==> config.mk <==
export PLATFORM = sky130hd
export DESIGN_NAME = lrmt_ctrl
export DESIGN_NICKNAME = d
export VERILOG_FILES = /design/src/rtl/lrmt_pkg.sv /design/src/rtl/lrmt_ctrl.sv
export SDC_FILE = /design/constraint.sdc
export NUM_CORES = 1
export LEC_CHECK = 0
export BUFFER_PORTS_ARGS = -buffer_cell sky130_fd_sc_hd__buf_2
export CORE_MARGIN = 4
export CORE_UTILIZATION = 35
export CTS_CLUSTER_DIAMETER = 60
export CTS_CLUSTER_SIZE = 28
export DETAILED_ROUTE_END_ITERATION = 6
export PLACE_DENSITY_LB_ADDON = 0.08
export SLEW_MARGIN = 25
export SYNTH_ARGS = -nofsm -noshare
export SYNTH_HDL_FRONTEND = slang
export SYNTH_SLANG_ARGS = --single-unit
==> constraint.sdc <==
create_clock -name clk -period 2.2 [get_ports clk]
set_input_delay 0.66 -clock clk [delete_from_list [all_inputs] [get_ports clk]]
set_output_delay 0.66 -clock clk [all_outputs]
set_load 0.005 [all_outputs]
==> src/rtl/lrmt_pkg.sv <==
// ----------------------------------------------------------------------------
// lrmt_pkg
// Shared types, codes and arithmetic helpers for the lazy range-add /
// range-min tree.
// ----------------------------------------------------------------------------
package lrmt_pkg;

    localparam int DEF_LEAF_COUNT   = 16;
    localparam int MAX_TREE_LEAVES  = 31;   // active_leaves is 5 bits wide
    localparam int IDX_W            = 5;    // leaf span bounds inside the tree
    localparam int VAL_W            = 32;
    localparam int ACT_W            = 2;
    localparam int IN_DATA_W        = 40;
    localparam int OUT_DATA_W       = 32;
    localparam int CFG_ADDR_W       = 3;
    localparam int CFG_DATA_W       = 32;

    localparam logic [IDX_W-1:0] ACTIVE_RESET = 5'd16;

    localparam logic signed [VAL_W-1:0] VAL_MAX = 32'sh7fffffff;
    localparam logic signed [VAL_W-1:0] VAL_MIN = 32'sh80000000;

    // configuration register index (paddr[2])
    localparam logic REG_ACTIVE_LEAVES = 1'b0;

    // actions
    localparam logic [ACT_W-1:0] ACT_WRITE = 2'd0;
    localparam logic [ACT_W-1:0] ACT_BUILD = 2'd1;
    localparam logic [ACT_W-1:0] ACT_ADD   = 2'd2;
    localparam logic [ACT_W-1:0] ACT_QUERY = 2'd3;

    // datapath operations
    localparam int OP_W = 5;
    localparam logic [OP_W-1:0] OP_NOP     = 5'd0;
    localparam logic [OP_W-1:0] OP_LOAD    = 5'd1;
    localparam logic [OP_W-1:0] OP_RD0     = 5'd2;
    localparam logic [OP_W-1:0] OP_RD1     = 5'd3;
    localparam logic [OP_W-1:0] OP_RD2     = 5'd4;
    localparam logic [OP_W-1:0] OP_APPLY   = 5'd5;
    localparam logic [OP_W-1:0] OP_COVER   = 5'd6;
    localparam logic [OP_W-1:0] OP_WRK     = 5'd7;
    localparam logic [OP_W-1:0] OP_WRL     = 5'd8;
    localparam logic [OP_W-1:0] OP_WRR     = 5'd9;
    localparam logic [OP_W-1:0] OP_PUSH    = 5'd10;
    localparam logic [OP_W-1:0] OP_RIGHT   = 5'd11;
    localparam logic [OP_W-1:0] OP_POP     = 5'd12;
    localparam logic [OP_W-1:0] OP_POST_RD = 5'd13;
    localparam logic [OP_W-1:0] OP_POST_WR = 5'd14;
    localparam logic [OP_W-1:0] OP_LEAF_RD = 5'd15;
    localparam logic [OP_W-1:0] OP_LEAF_WR = 5'd16;
    localparam logic [OP_W-1:0] OP_FINISH  = 5'd17;

    typedef struct packed {
        logic [OP_W-1:0] op;
    } dp_cmd_t;

    typedef struct packed {
        logic [ACT_W-1:0] action;
        logic             is_leaf;
        logic             outside;
        logic             covered;
        logic             stack_empty;
        logic             top_right_done;
        logic             out_free;
    } dp_status_t;

    function automatic logic signed [VAL_W-1:0] sat_add(
        input logic signed [VAL_W-1:0] a,
        input logic signed [VAL_W-1:0] b
    );
        logic signed [VAL_W:0] s;
        s = {a[VAL_W-1], a} + {b[VAL_W-1], b};
        if (s[VAL_W] != s[VAL_W-1])
        begin
            return s[VAL_W] ? VAL_MIN : VAL_MAX;
        end
        return s[VAL_W-1:0];
    endfunction

    function automatic logic signed [VAL_W-1:0] min_val(
        input logic signed [VAL_W-1:0] a,
        input logic signed [VAL_W-1:0] b
    );
        return (a < b) ? a : b;
    endfunction

endpackage

==> src/rtl/lrmt_ctrl.sv <==
// ----------------------------------------------------------------------------
// lrmt_ctrl
// Sequencer for the tree walk: steps the datapath through node visits,
// child descents, returns and result delivery.
// ----------------------------------------------------------------------------
module lrmt_ctrl (
    input  logic                  clk,
    input  logic                  rst_n,
    input  logic                  in_valid,
    output logic                  in_ready,
    input  lrmt_pkg::dp_status_t  status,
    output lrmt_pkg::dp_cmd_t     cmd
);
    import lrmt_pkg::*;

    localparam int ST_W = 5;
    localparam logic [ST_W-1:0] S_IDLE    = 5'd0;
    localparam logic [ST_W-1:0] S_START   = 5'd1;
    localparam logic [ST_W-1:0] S_RD0     = 5'd2;
    localparam logic [ST_W-1:0] S_RD1     = 5'd3;
    localparam logic [ST_W-1:0] S_RD2     = 5'd4;
    localparam logic [ST_W-1:0] S_APPLY   = 5'd5;
    localparam logic [ST_W-1:0] S_COVER   = 5'd6;
    localparam logic [ST_W-1:0] S_WRK     = 5'd7;
    localparam logic [ST_W-1:0] S_WRL     = 5'd8;
    localparam logic [ST_W-1:0] S_WRR     = 5'd9;
    localparam logic [ST_W-1:0] S_DESC    = 5'd10;
    localparam logic [ST_W-1:0] S_RET     = 5'd11;
    localparam logic [ST_W-1:0] S_POST_RD = 5'd12;
    localparam logic [ST_W-1:0] S_POST_WR = 5'd13;
    localparam logic [ST_W-1:0] S_BVISIT  = 5'd14;
    localparam logic [ST_W-1:0] S_LEAF_WR = 5'd15;
    localparam logic [ST_W-1:0] S_DONE    = 5'd16;

    logic [ST_W-1:0] state_reg;
    logic [ST_W-1:0] state_next;

    always_ff @(posedge clk or negedge rst_n)
    begin
        if (!rst_n)
        begin
            state_reg <= S_IDLE;
        end
        else
        begin
            state_reg <= state_next;
        end
    end

    assign in_ready = (state_reg == S_IDLE);

    always_comb
    begin
        state_next = state_reg;
        cmd.op     = OP_NOP;
        unique case (state_reg)
            S_IDLE:
            begin
                if (in_valid)
                begin
                    cmd.op     = OP_LOAD;
                    state_next = S_START;
                end
            end
            S_START:
            begin
                unique case (status.action)
                    ACT_WRITE: state_next = S_DONE;
                    ACT_BUILD: state_next = S_BVISIT;
                    default:   state_next = S_RD0;
                endcase
            end
            S_RD0:
            begin
                cmd.op     = OP_RD0;
                state_next = S_RD1;
            end
            S_RD1:
            begin
                cmd.op     = OP_RD1;
                state_next = S_RD2;
            end
            S_RD2:
            begin
                cmd.op     = OP_RD2;
                state_next = S_APPLY;
            end
            S_APPLY:
            begin
                cmd.op     = OP_APPLY;
                state_next = S_COVER;
            end
            S_COVER:
            begin
                cmd.op     = OP_COVER;
                state_next = S_WRK;
            end
            S_WRK:
            begin
                cmd.op     = OP_WRK;
                state_next = status.is_leaf ? S_DESC : S_WRL;
            end
            S_WRL:
            begin
                cmd.op     = OP_WRL;
                state_next = S_WRR;
            end
            S_WRR:
            begin
                cmd.op     = OP_WRR;
                state_next = S_DESC;
            end
            S_DESC:
            begin
                if (status.outside || status.covered)
                begin
                    state_next = S_RET;
                end
                else
                begin
                    cmd.op     = OP_PUSH;
                    state_next = S_RD0;
                end
            end
            S_RET:
            begin
                priority if (status.stack_empty)
                begin
                    state_next = S_DONE;
                end
                else if (!status.top_right_done)
                begin
                    cmd.op     = OP_RIGHT;
                    state_next = (status.action == ACT_BUILD) ? S_BVISIT : S_RD0;
                end
                else
                begin
                    cmd.op     = OP_POP;
                    state_next = (status.action == ACT_QUERY) ? S_RET : S_POST_RD;
                end
            end
            S_POST_RD:
            begin
                cmd.op     = OP_POST_RD;
                state_next = S_POST_WR;
            end
            S_POST_WR:
            begin
                cmd.op     = OP_POST_WR;
                state_next = S_RET;
            end
            S_BVISIT:
            begin
                if (status.is_leaf)
                begin
                    cmd.op     = OP_LEAF_RD;
                    state_next = S_LEAF_WR;
                end
                else
                begin
                    cmd.op     = OP_PUSH;
                    state_next = S_BVISIT;
                end
            end
            S_LEAF_WR:
            begin
                cmd.op     = OP_LEAF_WR;
                state_next = S_RET;
            end
            S_DONE:
            begin
                if (status.out_free)
                begin
                    cmd.op     = OP_FINISH;
                    state_next = S_IDLE;
                end
            end
            default:
            begin
                state_next = S_IDLE;
            end
        endcase
    end

endmodule

==> results.yml <==
layout:
  largest_register_ffs: 5
  postLayoutCoreUtil: 0.516
  diodes: 0
  stdcell_area_um2: 786
  fin_nets: 115
  area_growth_pct: 38.0
  final_cells: 119
  layout-drive-gt1-share: 0.369
global_routing:
  grt_remaining_overflow: 0
  grt_pass1_vias: 625
  antenna_found_initial: 0
  grt_max_degree: 16
  grt_pass1_wl_um: 2870
  grt_use_total: 0.152
timing:
  finalClockSkew_ns: 0.00636
  min_period_over_period: 1.01
  worstMarginPinSlew_ns: 0.385
  final.min_clock_period_ns: 2.21
  slew_headroom: 0.741
  rsz0062_at_grt: "true"
  max_freq_ghz: 0.452
  setup_violations: 2
  fin_ws_ns: -0.0141
  slew_viol_final: 0
  hold_viol_final: 0
drt:
  viasPerCell: 5.92
  drcViolationCount: 0
  drt-initial-drc-count: 21
  num_vias: 705
  wl_per_cell_um: 14.6
  drt_wl_total_um: 1730
  antenna_left: 0
  dr.pass1.iters: 4
synthesis:
  syn_area_um2: 569
  yosys.area.top_type_share: 0.220
  synthArstFlopShare: 1.00
  synth.net_count: 89
  avgSynthCellArea_um2: 7.30
  seq_area_frac_synth: 0.220
  synth_edf_count: 0
  yosysWarningCount: 0
  synth.distinct_cells: 36
  synth_common_cells: "a21oi_1, nand2_1, nor2_1, dfrtp_1"
  synth_area_leader_cell: "dfrtp_1"
  synthTopCellsByArea: "dfrtp_1, a21oi_1, nand2_1, nor2_1, nand2b_1"
  yosysMostFrequentCell: "a21oi_1"
  syn_inst: 78
  ys_ff_latch: 5
  ys.flop_type: "dfrtp_1"
status:
  violations: "negative setup slack"
  status: "complete, but fails checks"
setup_path:
  crit_end: "cmd[0]"
  worst-r2r-cell-count: 7
  setup.worst_path.start: "state_reg[1]"
  r2r_end: "state_reg[3]"
  critPathKind: "register to output port"
  worstPathRequired_ns: 1.54
  arrival_ns: 1.55
  crit_fanout: 4
  timing.rr.start: "state_reg[1]"
  end_kind: "output port"
  cp-start-kind: "register"
  rrSetupSlack_ns: 0.56
clock_network:
  htree_num_levels: 1
  clock_latency_ns: 0.25
  clkTransAtPathRegs_ns: 0.05
  clock-sinks: 5
  cts_tree: "built"
  hold_buffers: 0
  numCtsBuffers: 3
  cts-root-buf: "clkbuf_4"
  ctsLongestPathBuffers: 2
floorplan:
  rows: 14
  die_h_um: 48.3
  dieWidth_um: 48.3
  core-area_mm2: 0.00152
  dieArea_mm2: 0.00234
  ioPinCount: 17
  start_util: 0.374
min_path:
  hold_class: "input port to asynchronous set/reset pin"
place:
  place.gp.congestion: 0.841
  dp_hpwl_um: 1240
  post_dp_cell_area_um2: 696
  port_buffers: 16
  post-place-cells: 111
pwr:
  ir_drop_v: 0.000754
  total_leakage_power_nw: 0.367
  pwr_density_cell_mw_per_mm2: 1370
job:
  max_cap_violations: 0
## worst min-delay path by stage
stage,slack [ns],cells past startpoint,endpoint
global placement,0.47,1,state_reg[2]
CTS,0.21,1,state_reg[4]
floorplan,0.36,0,state_reg[0]
global route,0.21,1,state_reg[4]
finish,0.21,1,state_reg[4]
detailed placement,0.48,1,state_reg[3]
## report_power, final
part / switching (mW) / internal, mW
Clock: 0.0391 / 0.0686
Sequential: 0.0497 / 0.135
Combinational: 0.407 / 0.376
## worst max-delay path, cell delays in order (launching register included)
cell	delay, ns
dfrtp_1	0.42
nor4b_2	0.29
a21oi_1	0.05
or3_1	0.31
o2111ai_1	0.10
buf_2	0.14
## logic make-up after synthesis
group                  after synthesis  synth area share
buffers and inverters               10            0.0791
flip-flops                           5             0.220
AO/OA/AOI/OAI                       27             0.330
XOR/XNOR                             1            0.0154
AND/OR/NAND/NOR                     35             0.356
## metal layers
metal  GRT usage  share of wire  routed length, µm  vias up
met3      0.0552          0.060                104        5
li1            -              -                  -      344
met2       0.222           0.47                816       24
met1       0.213           0.45                786      332
met5           0              0                  0        -
met4      0.0276          0.013                 23        0
## metrics by stage
| step | setup slack, ns | TNS, ns | power, mW | hold slack, ns |
|---|---|---|---|---|
| after global routing | -0.120 | -0.284 | 1.18 | 0.208 |
| final | -0.0141 | -0.0193 | 1.08 | 0.214 |
| after CTS | -0.00747 | -0.00763 | 1.06 | 0.209 |
| after floorplan | 0.222 | 0 | 0.667 | 0.364 |
| after detailed placement | -0.0202 | -0.0202 | 0.886 | 0.478 |
| after global placement | 0.00491 | 0 | 0.888 | 0.475 |
## cell usage in the layout, fill, tap and decap left out, drive strengths merged
cell,netlist,layout
nand2b,4,4
a211o,1,1
a2bb2oi,1,1
and3b,2,2
nand2,7,7
dfrtp,5,5
nor4b,1,1
nor3,4,4
xnor2,1,1
o31ai,1,1
nor4,1,1
and4b,1,1
o21ai,4,4
or3,1,1
clkbuf,3,4
o32ai,2,2
o311ai,1,1
buf,4,28
nor2,7,7
a221o,1,1
a32oi,1,1
o21bai,2,2
o22ai,1,1
o2111ai,2,2
inv,3,3
nor2b,1,1
nor3b,2,2
a31oi,1,1
a21oi,9,9
nand3b,1,1
nand3,2,2
nand4,1,1
## repair_timing
action,4_1_cts,5_1_grt
setup endpoints to repair,3,3
setup buffers,3,1
gates resized for setup,4,3
pin swaps,1,2
gates cloned,0,0
endpoints found under the hold margin,0,0
## final cells by class
type	count	area (µm²)
inverters	3	11.3
well taps	16	20.0
flip-flops and latches	5	125
fillers	161	738
clock buffers	4	26.3
repair buffers	28	174
multi-input cells	63	429
(Power assumes the default switching activity.)
